## src/ocsd_pkg.sv

```systemverilog
`default_nettype none

package ocsd_pkg;

  // Decoded instruction class, in match priority order.
  typedef enum logic [3:0] {
    OP_NOP     = 4'd0,
    OP_CLR     = 4'd1,
    OP_LDI     = 4'd2,
    OP_LD_XINC = 4'd3,
    OP_LD_YINC = 4'd4,
    OP_LD_XDEC = 4'd5,
    OP_CPI     = 4'd6,
    OP_BRNE    = 4'd7,
    OP_SBIW    = 4'd8,
    OP_CP      = 4'd9,
    OP_MOV     = 4'd10,
    OP_INC     = 4'd11,
    OP_DEC     = 4'd12,
    OP_UNKNOWN = 4'd13
  } ocsd_op_e;

  localparam int unsigned InstrWidth = 16;

  // Opcode masks.
  localparam logic [15:0] MaskRdOp   = 16'hFE00;
  localparam logic [15:0] MaskHiNib  = 16'hF000;
  localparam logic [15:0] MaskRdSub  = 16'hFE0F;
  localparam logic [15:0] MaskBranch = 16'hFC07;
  localparam logic [15:0] MaskByte   = 16'hFF00;
  localparam logic [15:0] MaskRdRr   = 16'hFC00;

  // Opcode match values.
  localparam logic [15:0] PatNop    = 16'h0000;
  localparam logic [15:0] PatClr    = 16'h2400;
  localparam logic [15:0] PatLdi    = 16'hE000;
  localparam logic [15:0] PatLdXinc = 16'h900D;
  localparam logic [15:0] PatLdYinc = 16'h9009;
  localparam logic [15:0] PatLdXdec = 16'h900E;
  localparam logic [15:0] PatCpi    = 16'h3000;
  localparam logic [15:0] PatBrne   = 16'hF401;
  localparam logic [15:0] PatSbiw   = 16'h9700;
  localparam logic [15:0] PatCp     = 16'h1400;
  localparam logic [15:0] PatMov    = 16'h2C00;
  localparam logic [15:0] PatInc    = 16'h9403;
  localparam logic [15:0] PatDec    = 16'h940A;

  // Decoded result; the first field sits in the highest bits.
  typedef struct packed {
    logic signed [7:0] branch_offset;
    logic [7:0]        imm_value;
    logic [4:0]        src_reg;
    logic [4:0]        dest_reg;
    ocsd_op_e          op_kind;
  } ocsd_result_t;

  localparam int unsigned ResultWidth = $bits(ocsd_result_t);
  localparam int unsigned OutDataWidth = ((ResultWidth + 7) / 8) * 8;

endpackage

`default_nettype wire

```

## src/ocsd_decode.sv

```systemverilog
`default_nettype none

module ocsd_decode (
  input  logic [15:0]           instr_word_i,
  output ocsd_pkg::ocsd_result_t result_o
);
  import ocsd_pkg::*;

  logic [15:0] w;
  logic [6:0]  k7;
  logic [4:0]  rd5;
  logic [4:0]  rd_hi;
  logic [4:0]  rr5;
  logic [7:0]  imm8;

  assign w     = instr_word_i;
  assign k7    = w[9:3];
  assign rd5   = w[8:4];
  assign rd_hi = {1'b1, w[7:4]};
  assign rr5   = {w[9], w[3:0]};
  assign imm8  = {w[11:8], w[3:0]};

  // Priority chain: the first matching pattern wins.
  always_comb begin
    result_o = '0;
    result_o.op_kind = OP_UNKNOWN;
    if (w == PatNop) begin
      result_o.op_kind = OP_NOP;
    end else if ((w & MaskRdOp) == PatClr) begin
      result_o.op_kind  = OP_CLR;
      result_o.dest_reg = rd5;
    end else if ((w & MaskHiNib) == PatLdi) begin
      result_o.op_kind   = OP_LDI;
      result_o.dest_reg  = rd_hi;
      result_o.imm_value = imm8;
    end else if ((w & MaskRdSub) == PatLdXinc) begin
      result_o.op_kind  = OP_LD_XINC;
      result_o.dest_reg = rd5;
    end else if ((w & MaskRdSub) == PatLdYinc) begin
      result_o.op_kind  = OP_LD_YINC;
      result_o.dest_reg = rd5;
    end else if ((w & MaskRdSub) == PatLdXdec) begin
      result_o.op_kind  = OP_LD_XDEC;
      result_o.dest_reg = rd5;
    end else if ((w & MaskHiNib) == PatCpi) begin
      result_o.op_kind   = OP_CPI;
      result_o.dest_reg  = rd_hi;
      result_o.imm_value = imm8;
    end else if ((w & MaskBranch) == PatBrne) begin
      // Sign-extend the seven-bit offset, then add one.
      result_o.op_kind       = OP_BRNE;
      result_o.branch_offset = $signed({k7[6], k7}) + 8'sd1;
    end else if ((w & MaskByte) == PatSbiw) begin
      result_o.op_kind   = OP_SBIW;
      result_o.dest_reg  = {2'b11, w[5:4], 1'b0};
      result_o.imm_value = {2'b00, w[7:6], w[3:0]};
    end else if ((w & MaskRdRr) == PatCp) begin
      result_o.op_kind  = OP_CP;
      result_o.dest_reg = rd5;
      result_o.src_reg  = rr5;
    end else if ((w & MaskRdRr) == PatMov) begin
      result_o.op_kind  = OP_MOV;
      result_o.dest_reg = rd5;
      result_o.src_reg  = rr5;
    end else if ((w & MaskRdSub) == PatInc) begin
      result_o.op_kind  = OP_INC;
      result_o.dest_reg = rd5;
    end else if ((w & MaskRdSub) == PatDec) begin
      result_o.op_kind  = OP_DEC;
      result_o.dest_reg = rd5;
    end
  end

endmodule

`default_nettype wire

```

## src/mcu_opcode_subset_decoder_top.sv

```systemverilog
// Opcode subset decoder.
// A 16-bit instruction word enters on the slave stream (s_axis_*); each word
// produces exactly one decoded result on the master stream (m_axis_*). The
// result carries the instruction class, destination and source register
// numbers, the immediate constant and the adjusted branch offset. Fields that
// do not apply to the decoded class are zero, and unrecognized words report
// the unknown class with all other fields zero.
// A word accepted on the slave stream is captured in the input register,
// decoded by a single combinational pass, and its result is registered in
// the output register, from which it is presented on the master stream.
// Throughput is one transaction per cycle for as long as the receiver takes
// results. When the receiver stalls, the output register holds its result
// and the input register can still take one more word; only when both are
// full does s_axis_tready_o drop. No result is lost or repeated across
// stalls. Reset clears both valid flags, so no result is presented after
// reset; the word and result data registers are not reset.
`default_nettype none

module mcu_opcode_subset_decoder_top (
  input  logic        clk_i,
  input  logic        rst_ni,
  input  logic        s_axis_tvalid_i,
  output logic        s_axis_tready_o,
  input  logic [15:0] s_axis_tdata_i,   // [15:0] instr_word
  output logic        m_axis_tvalid_o,
  input  logic        m_axis_tready_i,
  // [3:0] op_kind, [8:4] dest_reg, [13:9] src_reg, [21:14] imm_value,
  // [29:22] branch_offset, [31:30] zero
  output logic [31:0] m_axis_tdata_o
);
  import ocsd_pkg::*;

  logic         in_valid_q, in_valid_d;
  logic [15:0]  word_q;
  logic         out_valid_q, out_valid_d;
  ocsd_result_t res_q;
  ocsd_result_t dec_res;
  logic         in_take;
  logic         out_free;
  logic         advance;

  ocsd_decode u_decode (
    .instr_word_i(word_q),
    .result_o    (dec_res)
  );

  // The output slot is free when empty or when its result leaves this cycle.
  assign out_free        = !out_valid_q || m_axis_tready_i;
  assign advance         = in_valid_q && out_free;
  assign s_axis_tready_o = !in_valid_q || advance;
  assign in_take         = s_axis_tvalid_i && s_axis_tready_o;

  assign in_valid_d  = in_take || (in_valid_q && !advance);
  assign out_valid_d = advance || (out_valid_q && !m_axis_tready_i);

  always_ff @(posedge clk_i or negedge rst_ni) begin
    if (!rst_ni) begin
      in_valid_q  <= 1'b0;
      out_valid_q <= 1'b0;
    end else begin
      in_valid_q  <= in_valid_d;
      out_valid_q <= out_valid_d;
    end
  end

  always_ff @(posedge clk_i) begin
    if (in_take) begin
      word_q <= s_axis_tdata_i;
    end
    if (advance) begin
      res_q <= dec_res;
    end
  end

  assign m_axis_tvalid_o = out_valid_q;
  assign m_axis_tdata_o  = {{(OutDataWidth - ResultWidth){1'b0}}, res_q};

endmodule

`default_nettype wire

```

## config.mk

```make
export PLATFORM = sky130hd
export DESIGN_NAME = mcu_opcode_subset_decoder_top
export DESIGN_NICKNAME = d
export VERILOG_FILES = /design/src/ocsd_pkg.sv /design/src/ocsd_decode.sv /design/src/mcu_opcode_subset_decoder_top.sv
export SDC_FILE = /design/constraint.sdc
export NUM_CORES = 1
export LEC_CHECK = 0
export ABC_AREA = 1
export ABC_CLOCK_PERIOD_IN_PS = 2900
export BUFFER_PORTS_ARGS = -buffer_cell sky130_fd_sc_hd__buf_4
export CORE_AREA = 8 8 74 76
export CTS_CLUSTER_DIAMETER = 150
export DETAILED_ROUTE_END_ITERATION = 8
export DIE_AREA = 0 0 82 84
export PLACE_DENSITY_LB_ADDON = 0.1
export SLEW_MARGIN = 20
export SYNTH_ARGS = -nofsm -noshare
export SYNTH_HDL_FRONTEND = slang
export SYNTH_SLANG_ARGS = --single-unit
```

## constraint.sdc

```tcl
create_clock -name clk_i -period 2.9 [get_ports clk_i]
set_input_delay 0.435 -clock clk_i [delete_from_list [all_inputs] [get_ports clk_i]]
set_output_delay 0.435 -clock clk_i [all_outputs]
set_load 0.05 [all_outputs]
```

# [Yosys cells after proc, flatten, opt, wreduce, memory -nomap -nowiden]
# Index checks and enable logic that the tools add are counted.
[op_classes] n_addsub=1 n_eq_ne=12 mux=31 n_bitwise=1 n_reduce_logical=18
[ops] op="2-to-1 mux 14 bit" count=10
[ops] op="2-to-1 mux 9 bit" count=10
[ops] op="equality test 11 bit, second input constant" count=5
[ops] op="2-to-1 mux 13 bit" count=3
[ops] op="2-to-1 mux 18 bit" count=1
[ops] op="logical NOT 16 bit" count=1
[ops] op="2-to-1 mux 8 bit" count=2
[ops] op="OR reduction 8 bit" count=2
[ops] op="2-to-1 mux 5 bit" count=3
[ops] op="equality test 9 bit, second input constant" count=1
[ops] op="OR reduction 9 bit" count=1
[ops] op="adder 7 x 2 -> 8 bit, second input constant" count=1
[ops] op="equality test 8 bit, second input constant" count=1
[ops] op="equality test 7 x 5 -> 1 bit, second input constant" count=1
[ops] op="equality test 6 x 3 -> 1 bit, second input constant" count=1
[ops] op="equality test 6 x 4 -> 1 bit, second input constant" count=1
[ops] op="2-to-1 mux 6 bit" count=1
[ops] op="equality test 4 x 2 -> 1 bit, second input constant" count=1
[ops] op="equality test 4 bit, second input constant" count=1
[ops] op="logical AND 1 bit" count=4
[ops] op="logical NOT 1 bit" count=4
[ops] op="logical OR 1 bit" count=4
[ops] op="2-to-1 mux 4 bit" count=1
[ops] op="OR reduction 4 bit" count=1
[ops] op="2 further kinds" count=2
[word_totals] register_bits=48 in_bits=20 output_inout_bits=34 wordCells=74

# [Depth between registers and ports, before layout]
[logic_depth] ltp_word=22 depth_mapped=10 mapped_depth_nobuf=10

# [Modules after synthesis]
# Synthesis repeated with hierarchy kept, for this count alone.
[hier_totals] hier_cells=234 area_unflattened_um2=2267.2
[modules_own_cells] module="mcu_opcode_subset_decoder_top" n_inst=1 cells_each=61 area_each_um2=1495.2 seq_area_each_um2=1431.4
[modules_own_cells] module="ocsd_decode" n_inst=1 cells_each=173 area_each_um2=772.0 seq_area_each_um2=0.0

# [Worst setup path before layout]
# No wires, ideal clock.
[synth_timing] path_kind="reg2reg" from="register out_valid_q, in the netlist m_axis_tvalid_o" to="register res_q, in the netlist m_axis_tdata_o[0], enable pin" setup_time_ns=0.427 arrival_time_ns=2.167 t_required_ns=2.473 slack_ns=0.306 stages_incl_launch_ff=2 n_path_buf=0 period_less_slack_ns=2.594 cell_sequence="dfrtp_1 > a21oi_1"
[synth_between] elab_chain_cells=3
[synth_rtl] element="from (decl)" line_no="mcu_opcode_subset_decoder_top.sv:35" text="logic out_valid_q, out_valid_d;"
[synth_rtl] element="from (signal assigned)" line_no="mcu_opcode_subset_decoder_top.sv:62" text="out_valid_q <= out_valid_d;"
[synth_rtl] element="logical NOT 1 bit" line_no="mcu_opcode_subset_decoder_top.sv:48" text="assign out_free = !out_valid_q || m_axis_tready_i;"
[synth_rtl] element="logical OR 1 bit" line_no="mcu_opcode_subset_decoder_top.sv:48"
[synth_rtl] element="logical AND 1 bit" line_no="mcu_opcode_subset_decoder_top.sv:49" text="assign advance = in_valid_q && out_free;"
[synth_rtl] element="via advance" line_no="mcu_opcode_subset_decoder_top.sv:40" text="logic advance;"
[synth_rtl] element="to (signal assigned)" line_no="mcu_opcode_subset_decoder_top.sv:71" text="res_q <= dec_res;"
[synth_rtl] element="to (decl)" line_no="mcu_opcode_subset_decoder_top.sv:36" text="ocsd_result_t res_q;"
# The timed path passes the listed nets, and every way through them passes these cells.
# A chain may end at the register's enable or synchronous reset.

# [Final worst setup path]
[layout_timing] from="register word_q[13]" to="register res_q, in the netlist m_axis_tdata_o[6], data pin"
[layout_between] elab_chain_cells=22 word_cells_on_any_way=34 classes_between="12 x eq/ne; 21 x mux; 1 x reduce/logical"
[layout_rtl] element="from (decl)" line_no="mcu_opcode_subset_decoder_top.sv:34" text="logic [15:0] word_q;"
[layout_rtl] element="from (signal assigned)" line_no="mcu_opcode_subset_decoder_top.sv:68" text="word_q <= s_axis_tdata_i;"
[layout_rtl] element="equality test 11 bit" line_no="ocsd_decode.sv:68" text="end else if ((w & MaskRdSub) == PatDec) begin"
[layout_rtl] element="2-to-1 mux 9 bit" line_no="ocsd_decode.sv:68"
[layout_rtl] element="2-to-1 mux 9 bit" line_no="ocsd_decode.sv:65" text="end else if ((w & MaskRdSub) == PatInc) begin"
[layout_rtl] element="2-to-1 mux 9 bit" line_no="ocsd_decode.sv:61" text="end else if ((w & MaskRdRr) == PatMov) begin"
[layout_rtl] element="2-to-1 mux 14 bit" line_no="ocsd_decode.sv:57" text="end else if ((w & MaskRdRr) == PatCp) begin"
[layout_rtl] element="2-to-1 mux 14 bit" line_no="ocsd_decode.sv:53" text="end else if ((w & MaskByte) == PatSbiw) begin"
[layout_rtl] element="2-to-1 mux 14 bit" line_no="ocsd_decode.sv:49" text="end else if ((w & MaskBranch) == PatBrne) begin"
[layout_rtl] element="2-to-1 mux 14 bit" line_no="ocsd_decode.sv:45" text="end else if ((w & MaskHiNib) == PatCpi) begin"
[layout_rtl] element="(+6 left out)"
[layout_rtl] element="2-to-1 mux 9 bit" line_no="ocsd_decode.sv:53"
[layout_rtl] element="2-to-1 mux 18 bit" line_no="ocsd_decode.sv:49"
[layout_rtl] element="2-to-1 mux 9 bit" line_no="ocsd_decode.sv:45"
[layout_rtl] element="2-to-1 mux 9 bit" line_no="ocsd_decode.sv:42" text="end else if ((w & MaskRdSub) == PatLdXdec) begin"
[layout_rtl] element="2-to-1 mux 9 bit" line_no="ocsd_decode.sv:39" text="end else if ((w & MaskRdSub) == PatLdYinc) begin"
[layout_rtl] element="2-to-1 mux 9 bit" line_no="ocsd_decode.sv:36" text="end else if ((w & MaskRdSub) == PatLdXinc) begin"
[layout_rtl] element="2-to-1 mux 9 bit" line_no="ocsd_decode.sv:32" text="end else if ((w & MaskHiNib) == PatLdi) begin"
[layout_rtl] element="2-to-1 mux 9 bit" line_no="ocsd_decode.sv:29" text="end else if ((w & MaskRdOp) == PatClr) begin"
# Several ways; a longest one is shown, not always the timed one. The select of a mux whose other input is x is not followed.

==> PnR_summary.wiki <==
{| class="wikitable"
! Metric !! Value
|-
| Cts bufs inserted || 5
|-
| DIE HEIGHT || 84 µm
|-
| Max rail drop VDD || 0.349 mV
|-
| Total length of routed wires || 4.70 mm
|-
| Number of buffers on the longest clock path || 2
|-
| Transition at the pin with the smallest max-transition slack || 0.560 ns
|-
| Critical path's top delay family || simple AND/OR/NAND/NOR gates
|-
| Share of synthesized area occupied by flip-flops and latches || 65.8%
|-
| Width of the chip || 82 µm
|-
| Clock slew at reported path FFs || 0.08 ns
|-
| Port Buffers || 51
|-
| Number of global-route vias before repair || 1587
|-
| Final hold violations || 0
|-
| Share of the core filled with cells || 64.7%
|-
| Leakage power total || 1.30 nW
|-
| Worst Path Buf+Inv || 2
|-
| Most area-consuming cells after synthesis || sky130_fd_sc_hd__edfxtp_1 (63%), sky130_fd_sc_hd__nand2_1 (7.4%), sky130_fd_sc_hd__inv_1 (5.9%), sky130_fd_sc_hd__nor2_1 (5.5%), sky130_fd_sc_hd__nand3_1 (4.1%)
|-
| Post-synth top area cell || sky130_fd_sc_hd__edfxtp_1
|-
| Shortest clock period the worst path allows after layout || 1.71 ns
|-
| Clock latency reported for the late side of the worst-skew pair || 0.30 ns
|-
| Setup violation total in the final timing report || 0
|-
| Number of gates on the worst path with buffers counted || 10
|-
| Number of DRC markers after the initial detailed-route iteration || 206
|-
| Top routing layer in use || met4
|-
| Final weighted congestion in routability-driven placement || 0.934
|-
| Share of the synthesized area in the top cell type || 63.5%
|-
| Final total negative setup slack || 0 ns
|-
| Element type at the critical path end || flip-flop
|-
| Kind of path behind the tightest hold check || in2reg
|-
| Final routed wire length divided by cell count || 14.4 µm
|-
| Final count of pins violating max slew || 0
|-
| Number of register bits inferred by synthesis || 48
|-
| WP data arrival || 1.77 ns
|-
| Antenna Nets Post-Route || 0
|-
| Starting density of the core || 51.0%
|-
| Clock tree from TritonCTS || built
|-
| Cell mode on critical path || sky130_fd_sc_hd__nand2_1
|-
| Number of different library cells in the post-synthesis netlist || 22
|-
| P&R area growth vs syn || 26.9%
|-
| Critical-path cell with the highest stage delay || sky130_fd_sc_hd__edfxtp_1
|-
| Via density per instance || 5.02
|-
| Upper clock frequency limit || 586 MHz
|-
| First-pass GRT wire length || 7.51 mm
|-
| Antenna Cells || 0
|-
| Worst Hold Depth || 1
|-
| Kind of launch point of the worst setup path || flip-flop
|-
| Critical Path Fanout Max || 6
|-
| Result of the run || completed
|-
| Antenna violations before repair || 0
|-
| Pwr/cell area || 587 nW/µm²
|-
| Level count of the clock H-tree || 2
|-
| Total number of yosys warnings || 0
|-
| Residual DRC count || 0
|-
| Worst path required time || 2.96 ns
|-
| Mapped cell area || 2180 µm²
|-
| Post-layout total power || 0.00162 W
|-
| WS Path Type || reg2reg
|-
| Die Area || 6890 µm²
|-
| Aggregate global-route resource usage || 14.0%
|-
| Number of cells on the worst reg-to-reg path || 10
|-
| Row count || 24
|-
| Fraction of final layout cells with drive strength greater than 1 || 26.3%
|-
| Slew headroom || 62.6%
|-
| Wire length on met3 || 399 µm
|-
| CTS sink cnt || 48
|-
| M1 wire length || 2.07 mm
|-
| Detailed-routed wire length on met2 || 2.15 mm
|-
| Overflow left after global routing || 0
|-
| Unrepaired setup endpoints after global routing || false
|-
| Ordered list of cells on the worst path || inv_2 -> nor2_2 -> nand3b_1 -> nand2_1 -> inv_2 -> nand2_2 -> nor2_2 -> nand2_2 -> nand2_1 -> nand2_1
|-
| Syn_area_per_cell || 10.2 µm²
|-
| Total core area || 4260 µm²
|-
| Overall via count from detail_route || 1635
|-
| PostCTS Resize Cnt || 0
|-
| Max-Cap Viols || 0
|-
| Pre-antenna DRT Iters || 4
|-
| Clock skew || 0.0116 ns
|-
| Post-CTS setup repair buffer count || 0
|-
| Clock root buffer || sky130_fd_sc_hd__clkbuf_8
|-
| Fraction of the cycle the final worst path needs || 58.9%
|-
| Total half-perimeter wirelength after legalization and detailed placement || 3.65 mm
|-
| Largest net degree at the start of global routing || 28
|-
| Ports placed on the boundary || 54
|-
| Syn Inst Count || 214
|-
| Nets || 294
|-
| Stage delay of the slowest cell on the critical path || 0.49 ns
|}
[synth_stat cells]
| library cell | n |
|---|---|
| sky130_fd_sc_hd__nand3b_1 | 1 |
| sky130_fd_sc_hd__inv_2 | 3 |
| sky130_fd_sc_hd__dfrtp_1 | 2 |
| sky130_fd_sc_hd__conb_1 | 1 |
| sky130_fd_sc_hd__and3_1 | 1 |
| sky130_fd_sc_hd__nand3_1 | 18 |
| sky130_fd_sc_hd__nor3b_1 | 3 |
| sky130_fd_sc_hd__o22ai_1 | 1 |
| sky130_fd_sc_hd__inv_1 | 34 |
| sky130_fd_sc_hd__nor3_2 | 2 |
| sky130_fd_sc_hd__buf_4 | 2 |
| sky130_fd_sc_hd__nand2_2 | 3 |
| sky130_fd_sc_hd__o221ai_1 | 1 |
| sky130_fd_sc_hd__nand4_1 | 4 |
| sky130_fd_sc_hd__nand2_1 | 43 |
| sky130_fd_sc_hd__nor2_2 | 3 |
| sky130_fd_sc_hd__ha_1 | 1 |
| sky130_fd_sc_hd__a21oi_1 | 3 |
| sky130_fd_sc_hd__xor2_1 | 1 |
| sky130_fd_sc_hd__nor2_1 | 32 |
| sky130_fd_sc_hd__edfxtp_1 | 46 |
| sky130_fd_sc_hd__nor3_1 | 9 |
[power breakdown]
group | total [W] | internal, W | switching (W) | leakage, nW
clock network | 0.000514 | 0.000304 | 0.000210 | 0.0645
logic | 0.000265 | 0.0000749 | 0.000190 | 0.759
registers | 0.000842 | 0.000813 | 0.0000286 | 0.472
total | 0.00162 | 0.00119 | 0.000428 | 1.30
[cell usage in the layout (no fill, tap or decap), drive strengths merged]
cell type,count
nand3,18
dfrtp,2
nand3b,1
a21oi,3
nand2,46
o221ai,1
conb,2
nor3b,3
xor2,1
edfxtp,46
bufinv,1
o22ai,1
and3,1
dlygate4sd3,1
nor3,11
clkbuf,7
nand4,4
buf,52
nor2,35
inv,37
ha,1
[flip-flops by register name, indices dropped and copies added, names as in the netlist]
signal           cells
in_valid_q           1
word_q              16
m_axis_tvalid_o      1
m_axis_tdata_o      30
[cells by family (layout without fill, tap and decap cells)]
| kind of cell | after synthesis | after routing | share of synthesized area [%] |
|---|---|---|---|
| XOR/XNOR | 1 | 1 | 0.403 |
| adder cells (fa/ha/maj) | 1 | 1 | 0.575 |
| other | 1 | 2 | 0.172 |
| AO/OA/AOI/OAI | 5 | 5 | 1.38 |
| AND/OR/NAND/NOR | 119 | 119 | 24.6 |
| buffers and inverters | 39 | 98 | 7.07 |
| flip-flops | 48 | 48 | 65.8 |
[path summary, 6_finish.rpt]
path / startpoint / endpoint / slack [ns]
hold reg to reg: in_valid_q / m_axis_tvalid_o / 0.51
setup reg to reg: word_q[13] / m_axis_tdata_o[6] / 1.19
hold / removal: s_axis_tdata_i[10] / word_q[10] / 0.31
min in group asynchronous: rst_ni / m_axis_tvalid_o / 0.44
max in group asynchronous: rst_ni / in_valid_q / 2.38
setup / recovery: word_q[13] / m_axis_tdata_o[6] / 1.19
[worst register-to-register path: cells and delay by family, from the launching register on]
kind,cells,cell delay [ns]
DFF,1,0.49
and+or+nand+nor,8,0.73
buffers and inverters,2,0.25
[per-stage QoR]
step	worst slack (ns)	cell area (µm²)	cells	hold WS (ns)
floorplan	0.306	2180	215	0.139
global placement	1.18	2620	317	0.219
detailed placement	1.21	2620	317	0.218
CTS	1.20	2760	326	0.300
global route	1.06	2760	326	0.292
finish	1.19	2760	326	0.311
[per-layer routing]
layer / vias to the layer above / global-route usage, %
met5: - / 0
met4: 0 / 5.43
met3: 11 / 4.85
met2: 72 / 20.3
met1: 734 / 18.5
li1: 818 / -
[layout make-up]
cell class,instances,area [µm²]
clock buffer,7,96.3
clock inverter,1,30.0
fill,343,1500
inverter,37,139
multi-input combinational,128,598
sequential,48,1430
tap,52,65.1
timing repair buffer,53,400
[what timing repair did]
item	CTS	global route
endpoints found under the hold margin	2	0
setup endpoints to repair	0	0
hold buffers	1	0
(Power assumes the default switching activity.)
